<file path="config.mk">
export PLATFORM = sky130hd
export DESIGN_NAME = midi_drum_note_measure_timestamper
export DESIGN_NICKNAME = d
export VERILOG_FILES = /design/src/mdnt_pkg.sv /design/src/mdnt_queue.sv /design/src/mdnt_front.sv /design/src/mdnt_back.sv /design/src/midi_drum_note_measure_timestamper.sv
export SDC_FILE = /design/constraint.sdc
export NUM_CORES = 2
export LEC_CHECK = 0
export BUFFER_PORTS_ARGS = -buffer_cell sky130_fd_sc_hd__buf_4
export CAP_MARGIN = 40
export CELL_PAD_IN_SITES_DETAIL_PLACEMENT = 1
export CELL_PAD_IN_SITES_GLOBAL_PLACEMENT = 2
export CORE_ASPECT_RATIO = 1.75
export CORE_MARGIN = 4
export CORE_UTILIZATION = 47
export CTS_CLUSTER_SIZE = 30
export DETAILED_ROUTE_END_ITERATION = 7
export PLACE_DENSITY_LB_ADDON = 0.1
export SYNTH_ARGS = -nofsm -noshare
export SYNTH_HDL_FRONTEND = slang
export SYNTH_HIERARCHICAL = 1
export SYNTH_SLANG_ARGS = --single-unit
</file>
<file path="constraint.sdc">
create_clock -name clk -period 22.8 [get_ports clk]
set_clock_uncertainty 0.2 [all_clocks]
set_input_delay 0 -clock clk [delete_from_list [all_inputs] [get_ports clk]]
set_output_delay 0 -clock clk [all_outputs]
set_load 0.02 [all_outputs]
</file>
<file path="src/mdnt_pkg.sv">
// Package for the drum note timestamper: item kinds, parser phases,
// controller states and fixed constants. No dependencies.
`default_nettype none
package mdnt_pkg;

  localparam int KIND_BITS    = 2;
  localparam int TIME_IN_BITS = 32;
  localparam int BYTE_BITS    = 8;
  localparam int BEAT_BITS    = 8;
  localparam int BPM_BITS     = 16;
  localparam int PITCH_BITS   = 7;
  localparam int POS_OUT_BITS = 16;

  localparam logic [KIND_BITS-1:0] KIND_MIDI  = 2'd0;
  localparam logic [KIND_BITS-1:0] KIND_BEAT  = 2'd1;
  localparam logic [KIND_BITS-1:0] KIND_START = 2'd2;
  localparam logic [KIND_BITS-1:0] KIND_STOP  = 2'd3;

  localparam logic [BYTE_BITS-1:0] NOTE_ON_CH10  = 8'h99;
  localparam logic [BEAT_BITS-1:0] DEFAULT_BEATS = 8'd4;

  // Microseconds per minute fits in 26 bits.
  localparam int                  DIV_BITS      = 26;
  localparam logic [DIV_BITS-1:0] US_PER_MINUTE = 26'd60000000;

  typedef enum logic [1:0] {
    PH_IDLE,
    PH_NOTE_ON,
    PH_PITCH
  } phase_t;

  typedef enum logic {
    F_READY,
    F_DIV
  } front_state_t;

  typedef enum logic [2:0] {
    B_IDLE,
    B_MUL,
    B_SUM,
    B_DIV,
    B_DONE
  } back_state_t;

endpackage
`default_nettype wire

</file>
<file path="src/mdnt_queue.sv">
// Short request queue between front and back of the timestamper.
// Depends on nothing but its parameters.
`default_nettype none
module mdnt_queue #(
  parameter int WIDTH = 8,
  parameter int DEPTH = 2
) (
  input  logic             clk,
  input  logic             rst,
  input  logic             wr_en,
  input  logic [WIDTH-1:0] wr_data,
  output logic             full,
  input  logic             rd_en,
  output logic [WIDTH-1:0] rd_data,
  output logic             valid
);
  localparam int PTR_W = (DEPTH > 1) ? $clog2(DEPTH) : 1;
  localparam int CNT_W = $clog2(DEPTH + 1);

  logic [WIDTH-1:0] mem [DEPTH];
  logic [PTR_W-1:0] wr_ptr;
  logic [PTR_W-1:0] rd_ptr;
  logic [CNT_W-1:0] count;
  logic             do_wr;
  logic             do_rd;

  assign full    = (count == CNT_W'(DEPTH));
  assign valid   = (count != '0);
  assign rd_data = mem[rd_ptr];
  assign do_wr   = wr_en && !full;
  assign do_rd   = rd_en && valid;

  always_ff @(posedge clk) begin
    if (do_wr) begin
      mem[wr_ptr] <= wr_data;
    end
  end

  always_ff @(posedge clk) begin
    if (rst) begin
      wr_ptr <= '0;
      rd_ptr <= '0;
      count  <= '0;
    end else begin
      if (do_wr) begin
        wr_ptr <= (wr_ptr == PTR_W'(DEPTH - 1)) ? '0 : wr_ptr + 1'b1;
      end
      if (do_rd) begin
        rd_ptr <= (rd_ptr == PTR_W'(DEPTH - 1)) ? '0 : rd_ptr + 1'b1;
      end
      if (do_wr && !do_rd) begin
        count <= count + 1'b1;
      end else if (do_rd && !do_wr) begin
        count <= count - 1'b1;
      end
    end
  end

endmodule
`default_nettype wire

</file>
<file path="src/mdnt_front.sv">
// Front of the timestamper: MIDI parser, beat and tempo tracking, and the
// serial divider for the tempo. Emits note requests. Uses mdnt_pkg.
`default_nettype none
module mdnt_front #(
  parameter int TIME_BITS = 32
) (
  input  logic                                clk,
  input  logic                                rst,
  input  logic                                accept,
  input  logic [mdnt_pkg::KIND_BITS-1:0]      kind,
  input  logic [mdnt_pkg::TIME_IN_BITS-1:0]   time_us,
  input  logic [mdnt_pkg::BYTE_BITS-1:0]      midi_byte,
  input  logic [mdnt_pkg::BEAT_BITS-1:0]      sub_division,
  input  logic [mdnt_pkg::BPM_BITS-1:0]       tempo_bpm,
  input  logic [mdnt_pkg::BEAT_BITS-1:0]      measure_beats,
  output logic                                busy,
  output logic                                job_push,
  output logic [mdnt_pkg::PITCH_BITS + 2*TIME_BITS + 2*mdnt_pkg::BEAT_BITS - 1:0] job_data
);
  import mdnt_pkg::*;

  localparam int CNT_W = $clog2(DIV_BITS);

  front_state_t         state;
  front_state_t         state_next;
  phase_t               phase;
  logic                 is_running;
  logic [TIME_BITS-1:0] last_beat_time;
  logic [TIME_BITS-1:0] beat_length;
  logic [BEAT_BITS-1:0] beat_index;
  logic [BEAT_BITS-1:0] beats_in_measure;

  logic [TIME_BITS-1:0] start_time;
  logic [BPM_BITS-1:0]  div_bpm;
  logic [BPM_BITS-1:0]  div_rem;
  logic [DIV_BITS-1:0]  div_quo;
  logic [CNT_W-1:0]     div_cnt;

  logic [TIME_BITS-1:0] now;
  logic [TIME_BITS-1:0] elapsed;
  logic [BEAT_BITS-1:0] beat_next;
  logic [BEAT_BITS-1:0] beats_eff;
  logic [BPM_BITS:0]    rem_shift;
  logic [BPM_BITS:0]    rem_sub;
  logic                 rem_ge;
  logic [DIV_BITS-1:0]  quo_final;
  logic [TIME_BITS-1:0] quo_time;

  assign now       = TIME_BITS'(time_us);
  assign elapsed   = now - last_beat_time;
  assign beat_next = beat_index + 1'b1;
  assign beats_eff = (measure_beats == '0) ? DEFAULT_BEATS : measure_beats;

  // One restoring step per cycle, dividend bits taken from the constant.
  assign rem_shift = {div_rem, US_PER_MINUTE[div_cnt]};
  assign rem_ge    = (rem_shift >= {1'b0, div_bpm});
  assign rem_sub   = rem_shift - {1'b0, div_bpm};
  assign quo_final = {div_quo[DIV_BITS-2:0], rem_ge};
  assign quo_time  = TIME_BITS'(quo_final);

  assign job_push = accept && (kind == KIND_MIDI) && !midi_byte[BYTE_BITS-1]
                    && (phase == PH_NOTE_ON) && is_running;
  assign job_data = {midi_byte[PITCH_BITS-1:0], elapsed, beat_length,
                     beat_index, beats_in_measure};

  always_ff @(posedge clk) begin
    if (rst) begin
      state <= F_READY;
    end else begin
      state <= state_next;
    end
  end

  always_comb begin
    state_next = state;
    busy       = 1'b0;
    unique case (state)
      F_READY: begin
        if (accept && (kind == KIND_START) && (tempo_bpm != '0)) begin
          state_next = F_DIV;
        end
      end
      F_DIV: begin
        busy = 1'b1;
        if (div_cnt == '0) begin
          state_next = F_READY;
        end
      end
    endcase
  end

  always_ff @(posedge clk) begin
    if (rst) begin
      phase            <= PH_IDLE;
      is_running       <= 1'b0;
      last_beat_time   <= '0;
      beat_length      <= '0;
      beat_index       <= '0;
      beats_in_measure <= DEFAULT_BEATS;
    end else begin
      if (state == F_DIV) begin
        div_rem <= rem_ge ? rem_sub[BPM_BITS-1:0] : rem_shift[BPM_BITS-1:0];
        div_quo <= quo_final;
        div_cnt <= div_cnt - 1'b1;
        if (div_cnt == '0) begin
          beat_length    <= quo_time;
          last_beat_time <= start_time - quo_time;
        end
      end
      if (accept) begin
        unique case (kind)
          KIND_MIDI: begin
            if (midi_byte[BYTE_BITS-1]) begin
              phase <= (midi_byte == NOTE_ON_CH10) ? PH_NOTE_ON : PH_IDLE;
            end else begin
              unique case (phase)
                PH_NOTE_ON: phase <= PH_PITCH;
                PH_PITCH:   phase <= PH_IDLE;
                default:    phase <= phase;
              endcase
            end
          end
          KIND_BEAT: begin
            if (sub_division == '0) begin
              beat_length    <= elapsed;
              last_beat_time <= now;
              beat_index     <= (beat_next == beats_in_measure) ? '0 : beat_next;
            end
          end
          KIND_START: begin
            beats_in_measure <= beats_eff;
            beat_index       <= beats_eff - 1'b1;
            is_running       <= 1'b1;
            start_time       <= now;
            div_bpm          <= tempo_bpm;
            div_rem          <= '0;
            div_quo          <= '0;
            div_cnt          <= CNT_W'(DIV_BITS - 1);
            if (tempo_bpm == '0) begin
              beat_length    <= '0;
              last_beat_time <= now;
            end
          end
          KIND_STOP: begin
            is_running <= 1'b0;
          end
        endcase
      end
    end
  end

endmodule
`default_nettype wire

</file>
<file path="src/mdnt_back.sv">
// Back of the timestamper: turns a note request into its measure position
// with a bit-serial long division, and holds the result. Uses mdnt_pkg.
`default_nettype none
module mdnt_back #(
  parameter int TIME_BITS     = 32,
  parameter int POSITION_BITS = 16
) (
  input  logic                                clk,
  input  logic                                rst,
  input  logic                                job_valid,
  input  logic [mdnt_pkg::PITCH_BITS + 2*TIME_BITS + 2*mdnt_pkg::BEAT_BITS - 1:0] job_data,
  output logic                                job_pop,
  output logic                                empty,
  input  logic                                pop,
  output logic [mdnt_pkg::PITCH_BITS-1:0]     note_pitch,
  output logic [mdnt_pkg::POS_OUT_BITS-1:0]   note_position
);
  import mdnt_pkg::*;

  localparam int DEN_W     = TIME_BITS + BEAT_BITS;
  localparam int SUM_W     = DEN_W + 1;
  localparam int DIV_STEPS = SUM_W + POSITION_BITS;
  localparam int STEP_W    = $clog2(DIV_STEPS);

  back_state_t             state;
  back_state_t             state_next;
  logic [PITCH_BITS-1:0]   pitch;
  logic [TIME_BITS-1:0]    elapsed;
  logic [TIME_BITS-1:0]    blen;
  logic [BEAT_BITS-1:0]    bidx;
  logic [BEAT_BITS-1:0]    bmeas;
  logic [DEN_W-1:0]        prod_idx;
  logic [DEN_W-1:0]        den;
  logic [DIV_STEPS-1:0]    dividend;
  logic [DEN_W-1:0]        rem;
  logic [POSITION_BITS-1:0] quo;
  logic [STEP_W-1:0]       step;
  logic                    out_valid;
  logic                    load_out;

  logic [SUM_W-1:0]        sum_calc;
  logic [DEN_W:0]          rem_shift;
  logic [DEN_W:0]          rem_sub;
  logic                    rem_ge;

  assign sum_calc  = SUM_W'(elapsed) + SUM_W'(prod_idx);
  assign rem_shift = {rem, dividend[DIV_STEPS-1]};
  assign rem_ge    = (rem_shift >= {1'b0, den});
  assign rem_sub   = rem_shift - {1'b0, den};

  assign job_pop = (state == B_IDLE) && job_valid;
  assign empty   = !out_valid;

  always_ff @(posedge clk) begin
    if (rst) begin
      state <= B_IDLE;
    end else begin
      state <= state_next;
    end
  end

  always_comb begin
    state_next = state;
    load_out   = 1'b0;
    unique case (state)
      B_IDLE: begin
        if (job_valid) begin
          state_next = B_MUL;
        end
      end
      B_MUL: state_next = B_SUM;
      B_SUM: state_next = (den == '0) ? B_DONE : B_DIV;
      B_DIV: begin
        if (step == '0) begin
          state_next = B_DONE;
        end
      end
      B_DONE: begin
        // hold until the result register is free
        if (!out_valid || pop) begin
          load_out   = 1'b1;
          state_next = B_IDLE;
        end
      end
      default: state_next = B_IDLE;
    endcase
  end

  always_ff @(posedge clk) begin
    unique case (state)
      B_IDLE: begin
        {pitch, elapsed, blen, bidx, bmeas} <= job_data;
      end
      B_MUL: begin
        prod_idx <= DEN_W'(blen) * DEN_W'(bidx);
        den      <= DEN_W'(blen) * DEN_W'(bmeas);
      end
      B_SUM: begin
        dividend <= {sum_calc, {POSITION_BITS{1'b0}}};
        rem      <= '0;
        quo      <= '0;
        step     <= STEP_W'(DIV_STEPS - 1);
      end
      B_DIV: begin
        rem      <= rem_ge ? rem_sub[DEN_W-1:0] : rem_shift[DEN_W-1:0];
        quo      <= {quo[POSITION_BITS-2:0], rem_ge};
        dividend <= dividend << 1;
        step     <= step - 1'b1;
      end
      default: begin
      end
    endcase
    if (load_out) begin
      note_pitch    <= pitch;
      note_position <= POS_OUT_BITS'(quo);
    end
  end

  always_ff @(posedge clk) begin
    if (rst) begin
      out_valid <= 1'b0;
    end else if (load_out) begin
      out_valid <= 1'b1;
    end else if (pop) begin
      out_valid <= 1'b0;
    end
  end

endmodule
`default_nettype wire

</file>
<file path="src/midi_drum_note_measure_timestamper.sv">
// Drum note timestamper: note-on parser with position in the measure.
// Path: a pitch byte writes a note request into the queue; the back pops it and runs
// multiply, sum, bit-serial division and the result register, one note at a time.
// Throughput: one item per cycle, except a start with nonzero tempo, which holds the
// input while the tempo divider runs, and any item while the two-entry queue is full.
// Reset: synchronous rst clears parser, tempo state, queue and the result valid flag.
`default_nettype none
module midi_drum_note_measure_timestamper #(
  parameter int TIME_BITS     = 32,
  parameter int POSITION_BITS = 16
) (
  input  logic                                clk,
  input  logic                                rst,
  input  logic                                push,
  output logic                                full,
  input  logic [mdnt_pkg::KIND_BITS-1:0]      kind,
  input  logic [mdnt_pkg::TIME_IN_BITS-1:0]   time_us,
  input  logic [mdnt_pkg::BYTE_BITS-1:0]      midi_byte,
  input  logic [mdnt_pkg::BEAT_BITS-1:0]      sub_division,
  input  logic [mdnt_pkg::BPM_BITS-1:0]       tempo_bpm,
  input  logic [mdnt_pkg::BEAT_BITS-1:0]      measure_beats,
  output logic                                empty,
  input  logic                                pop,
  output logic [mdnt_pkg::PITCH_BITS-1:0]     note_pitch,
  output logic [mdnt_pkg::POS_OUT_BITS-1:0]   note_position
);
  import mdnt_pkg::*;

  localparam int JOB_W       = PITCH_BITS + 2*TIME_BITS + 2*BEAT_BITS;
  localparam int QUEUE_DEPTH = 2;

  logic             accept;
  logic             front_busy;
  logic             job_push;
  logic [JOB_W-1:0] job_wr;
  logic [JOB_W-1:0] job_rd;
  logic             queue_full;
  logic             job_valid;
  logic             job_pop;

  assign full   = front_busy || queue_full;
  assign accept = push && !full;

  mdnt_front #(
    .TIME_BITS (TIME_BITS)
  ) u_front (
    .clk           (clk),
    .rst           (rst),
    .accept        (accept),
    .kind          (kind),
    .time_us       (time_us),
    .midi_byte     (midi_byte),
    .sub_division  (sub_division),
    .tempo_bpm     (tempo_bpm),
    .measure_beats (measure_beats),
    .busy          (front_busy),
    .job_push      (job_push),
    .job_data      (job_wr)
  );

  mdnt_queue #(
    .WIDTH (JOB_W),
    .DEPTH (QUEUE_DEPTH)
  ) u_queue (
    .clk     (clk),
    .rst     (rst),
    .wr_en   (job_push),
    .wr_data (job_wr),
    .full    (queue_full),
    .rd_en   (job_pop),
    .rd_data (job_rd),
    .valid   (job_valid)
  );

  mdnt_back #(
    .TIME_BITS     (TIME_BITS),
    .POSITION_BITS (POSITION_BITS)
  ) u_back (
    .clk           (clk),
    .rst           (rst),
    .job_valid     (job_valid),
    .job_data      (job_rd),
    .job_pop       (job_pop),
    .empty         (empty),
    .pop           (pop),
    .note_pitch    (note_pitch),
    .note_position (note_position)
  );

endmodule
`default_nettype wire

</file>
Word-level counts from Yosys, hierarchy flattened
Memories as Yosys holds them, arrays and structs flattened. A register that Yosys moved wholly into a read port is not among the register bits.
Cells that the tools add are included.

storage, ports and cells
  register bits after elaboration = 409
  bits in writable memories = 174
  memory bits (read-only) = 32
  input bits = 78
  output and inout port bits = 25
  logic and storage cells = 161
  memories kept = 2

cells by class
  add/subtract/negate cells = 13
  $mul = 2
  $lt $le $gt $ge = 3
  equality and inequality tests = 16
  multiplexer cells = 56
  bitwise logic cells = 2
  reduce and logical (&&, ||, !) cells = 42

memory list
  memory           depth  bits a word  rd ports  clocked after Yosys merged registers in  write ports  line              text
  u_queue.mem      2      87           1         1                                        1            mdnt_queue.sv:20  logic [WIDTH-1:0] mem [DEPTH];
  (no name shown)  32     1            1         1                                        0            mdnt_front.sv:55  assign rem_shift = {div_rem, US_PER_MINUTE[div_cnt]};

operator list
  operator             number
  $mux W32             10
  $pmux W32 S2         2
  $pmux W57 S2         1
  $mul A32 B8 Y40      2
  $pmux W40 S2         1
  $mux W26             3
  $mux W16             4
  $add A32 B40 Y41     1
  $ge A41 B40 Y1       1
  $logic_not A40 Y1    1
  $mux W40             1
  $sub A40 B40 Y40     1
  $pmux W16 S2         1
  $sub A32 B26 Y32     1
  $sub A32 B32 Y32     1
  $mux W8              3
  $mux W5              4
  $ge A17 B16 Y1       1
  $logic_not A16 Y1    1
  $logic_not A8 Y1     2
  $pmux W8 S2          1
  $reduce_bool A16 Y1  1
  $sub A16 B16 Y16     1
  $pmux W3 S5          1
  other kinds (34)     88

Longest topological paths before layout
  word-level depth = 13
  depth in mapped cells = 21
  gate-level depth less buffers = 19

Hierarchy
The synthesis kept the hierarchy.

modules (own cells, without submodules)
  module                              instances  cells each  area each (µm²)  seq. area each (µm²)
  mdnt_back                           1          3081        30523.0          8878.5
  mdnt_front                          1          1381        12248.0          4524.3
  mdnt_queue                          1          296         6618.8           5325.1
  midi_drum_note_measure_timestamper  1          2           13.8             0.0

Worst setup path before layout
OpenSTA, ideal clock, no wires.

  path kind = register -> register
  from = register u_back.state[0]
  to = register u_queue.count[1]
  setup time = 0.070 ns
  arrival time = 7.845 ns
  data required time = 22.530 ns
  setup slack = 14.686 ns
  cell stages (with the launch flop) = 7
  path buffers = 0
  clock period less this slack = 8.114 ns
  cell sequence = dfxtp_1 -> nor3_1 -> and2_1 -> o21ai_0 -> ha_1 -> or3_1 -> a21oi_1

on the way
  word-level cells in the longest chain between the ends = 6

ends and longest elaborated chain
  what                                                  line                                      text
  from (decl)                                           mdnt_back.sv:25                           back_state_t state;
  from (signal assigned)                                mdnt_back.sv:58                           state <= state_next;
  $logic_not A3 Y1 (*)                                  mdnt_back.sv:51                           assign job_pop = (state == B_IDLE) && job_valid;
  $logic_and A1 B1 Y1 (*)                               mdnt_back.sv:51
  named net job_pop                                     midi_drum_note_measure_timestamper.sv:39  logic job_pop;
  $logic_and A1 B1 Y1 (*)                               mdnt_queue.sv:31                          assign do_rd = rd_en && valid;
  $logic_not A1 Y1                                      mdnt_queue.sv:51                          if (do_wr && !do_rd) begin
  $logic_and A1 B1 Y1                                   mdnt_queue.sv:51
  $mux W2 / $reduce_bool A2 Y1 (equally long branches)  n/a
  to (signal assigned)                                  mdnt_queue.sv:52                          count <= count + 1'b1;
  to (signal assigned)                                  mdnt_queue.sv:54                          count <= count - 1'b1;
  to (decl)                                             mdnt_queue.sv:23                          logic [CNT_W-1:0] count;

Mark *: on every way through the listed nets, which the timed path passes. The rest lies on a longest branch.
A chain may end at the register's enable or synchronous reset.

Worst setup path after layout
  from = register u_back.blen[12]
  to = register u_back.prod_idx[39] (data pin)

on the way
  word-level cells in the longest chain between the ends = 1

ends and longest elaborated chain
  what                    line             text
  from (decl)             mdnt_back.sv:29  logic [TIME_BITS-1:0] blen;
  from (signal assigned)  mdnt_back.sv:92  {pitch, elapsed, blen, bidx, bmeas} <= job_data;
  $mul A32 B8 Y40         mdnt_back.sv:95  prod_idx <= DEN_W'(blen) * DEN_W'(bidx);
  to (signal assigned)    mdnt_back.sv:95
  to (decl)               mdnt_back.sv:32  logic [DEN_W-1:0] prod_idx;

Every way passes these cells.

==> reports/metrics.yaml <==
via_per_inst: 5.569
setup_viol: 0
core_area_mm2: 0.1045
die_area_mm2: 0.1106
cts_tree: "yes"
grt.total_usage: 0.2471
io_buffers: 102
n_antenna_cell: 0
ys_async_sr_fraction: 0
hold_violations: 0
max_freq_mhz: 150.4
max_slew.worst_pin.slew_ns: 0.8861
cp.arrival_ns: 6.87
rsz0062_at_grt: "false"
grt.overflow.total: 0
synthDistinctLibCells: 105
synth_fp_nets: 5481
avgSynthCellArea_um2: 10.38
gp_congestion: 0.8855
initial_core_util: 0.4727
drt-initial-drc-count: 1346
max_cap_violations: 0
hold_class: "in2reg"
fin_crit_ns: 6.647
fp.dieH_um: 436.9
ys.warnings.count: 6
synth-edff-count: 561
cts.sinks: 655
first_global_vias: 40160
syn_area_mm2: 0.04940
route.detailed.drc: 0
cts_made_buffers: 69
slew_headroom: 0.4093
synth-main-ff-cell: "edfxtp_1"
num_rows: 157
antenna_found_initial: 0
drtAntennaViolNets: 0
slew_violations: 0
clock_path_buffers: 3
start_kind: "register"
grt_pass1_wl_um: 217000
cts_max_level: 3
ioPinCount: 103
path_class: "reg2reg"
area_delta_synth_final_pct: 12.20
clock_latency_ns: 0.67
setup.worst_path.end_class: "register"
hpwl_um: 101300
drive_above_1_share: 0.08370
cts-root-buf: "clkbuf_16"
wl_per_cell_um: 21.22
grt_start_max_net_pins: 91
wirelength_um: 134400
crit_required_ns: 23.02
dr.pass1.iters: 5
status: "completed"
num_vias: 35270
ys_seq_area_frac: 0.3791
fin_crit_sh: 0.2915
synth-seq-cells: 655
finalSetupTns_ns: 0
fin_nets: 5649
clkSlewWorstSetupHoldPaths_ns: 0.07
syn-instance-count: 4760
worstPathMaxFanout: 16
fillCellCount: 11380
die_x_um: 253.1
-- cell type report --
type	instances	area, um2	area share
inverters	571	2145	0.03869
flip-flops and latches	655	18730	0.3380
well taps	1351	1690	0.03050
clock inverters	35	465.4	0.008397
repair buffers	299	2794	0.05041
clock buffers	90	1887	0.03404
multi-input cells	3332	27720	0.5000
-- cells in the final DEF, fill, tap and decap left out, drive strengths merged, types with 88 or more instances in the layout --
master and instances:
ha 278, fa 365, nand2 341, a21oi 302
xnor2 124, clkbuf 90, and2 428, edfxtp 561
inv 577, mux2 88, nor2 276, a21o 95
dlygate4sd3 141, o21ai 194, dfxtp 94, buf 157
-- through the flow --
stage	util	hold WS (ns)	worst slack, ns	instance area [um2]	cells
after detailed placement	0.4944	-0.01000	16.16	51670	6067
after global routing	0.5304	0.05484	15.77	55430	6333
final	0.5304	0.04743	16.15	55430	6333
after CTS	0.5304	0.009542	16.14	55430	6333
after floorplan	-	-0.1309	14.69	49400	4760
after global placement	0.4913	-0.01144	15.96	51340	6048
-- routing by layer --
| layer | wire, um | GRT usage |
|---|---|---|
| met1 | 48910 | 0.2563 |
| met2 | 76350 | 0.4948 |
| met3 | 2861 | 0.02238 |
| met4 | 6296 | 0.1074 |
| met5 | 0 | 0 |
-- registers in the layout, indices dropped and copies added (netlist names), 32 cells and up, named ones only --
| register | flops |
|---|---|
| u_back/dividend | 41 |
| u_queue/mem | 174 |
| u_front/beat_length | 32 |
| u_back/den | 40 |
| u_back/blen | 32 |
| u_back/elapsed | 32 |
| u_back/prod_idx | 40 |
| u_front/last_beat_time | 32 |
| u_front/start_time | 32 |
| u_back/rem | 40 |
-- cell usage after synthesis, drive strengths merged (15+ instances only) --
| master | instances | area (um2) |
|---|---|---|
| a211oi | 43 | 350.3 |
| a21boi | 15 | 123.9 |
| a21o | 95 | 713.2 |
| a21oi | 302 | 1519 |
| a31oi | 27 | 190.2 |
| and2 | 428 | 2678 |
| and3 | 37 | 231.5 |
| buf | 43 | 275.3 |
| clkbuf | 159 | 596.8 |
| dfxtp | 94 | 1882 |
| edfxtp | 561 | 16850 |
| fa | 365 | 7307 |
| ha | 278 | 3478 |
| inv | 570 | 2140 |
| mux2 | 88 | 1104 |
| mux2i | 75 | 750.7 |
| nand2 | 341 | 1280 |
| nand2b | 35 | 219.0 |
| nand3 | 66 | 335.3 |
| nand4 | 39 | 244.0 |
| nor2 | 276 | 1044 |
| nor2b | 24 | 152.6 |
| nor3 | 54 | 280.3 |
| nor4 | 31 | 206.4 |
| o211ai | 23 | 172.7 |
| o21a | 35 | 262.8 |
| o21ai | 194 | 982.2 |
| o21bai | 22 | 165.2 |
| o31ai | 16 | 147.6 |
| or3 | 25 | 156.4 |
| xnor2 | 124 | 1094 |
| xor2 | 82 | 718.2 |
-- final timing paths --
| path | start | end | slack [ns] | cells past startpoint |
|---|---|---|---|---|
| worst min-delay path | midi_byte[1] | u_front/phase[0]$_SDFFE_PP0P_ | 0.05 | 5 |
| worst min register to register | u_back/pitch[1]$_DFFE_PN_ | u_back/note_pitch[1]$_DFFE_PP_ | 0.22 | 0 |
| worst max register to register | u_back/blen[12]$_DFFE_PN_ | u_back/prod_idx[39]$_DFFE_PP_ | 16.15 | 19 |
| worst max-delay path | u_back/blen[12]$_DFFE_PN_ | u_back/prod_idx[39]$_DFFE_PP_ | 16.15 | 19 |
-- critical path, stage by stage, from the launching register on --
cell and delay, ns:
edfxtp_1 0.68, and2_1 0.31, fa_1 0.51, fa_1 0.53, fa_1 0.55, inv_1 0.06, fa_1 0.54, inv_1 0.04
ha_1 0.37, and3_1 0.26, and3_1 0.20, a2111oi_0 0.49, o21bai_1 0.16, o311ai_0 0.36, buf_4 0.19, a2111oi_0 0.10
buf_4 0.19, nor3_1 0.36, mux2i_1 0.23, nand2_1 0.07
-- kinds of logic after synthesis --
group	Yosys count	share of synthesized area
and+or+nand+nor	1402	0.1453
AOI/OAI and AO/OA	917	0.1216
buffers and inverters	773	0.06104
DFF	655	0.3791
adders and majority gates	643	0.2183
xor gates and xnor gates	207	0.03713
muxes	163	0.03753
-- what timing repair did --
action	in CTS	in global routing
hold buffers	141	0
endpoints found under the setup margin	0	0
buffers inserted	0	0
endpoints found under the hold margin	227	0
resized for setup	0	0
Power is not shown: default switching activity piles up to over one toggle a cycle in this logic, so the estimate is an artifact.
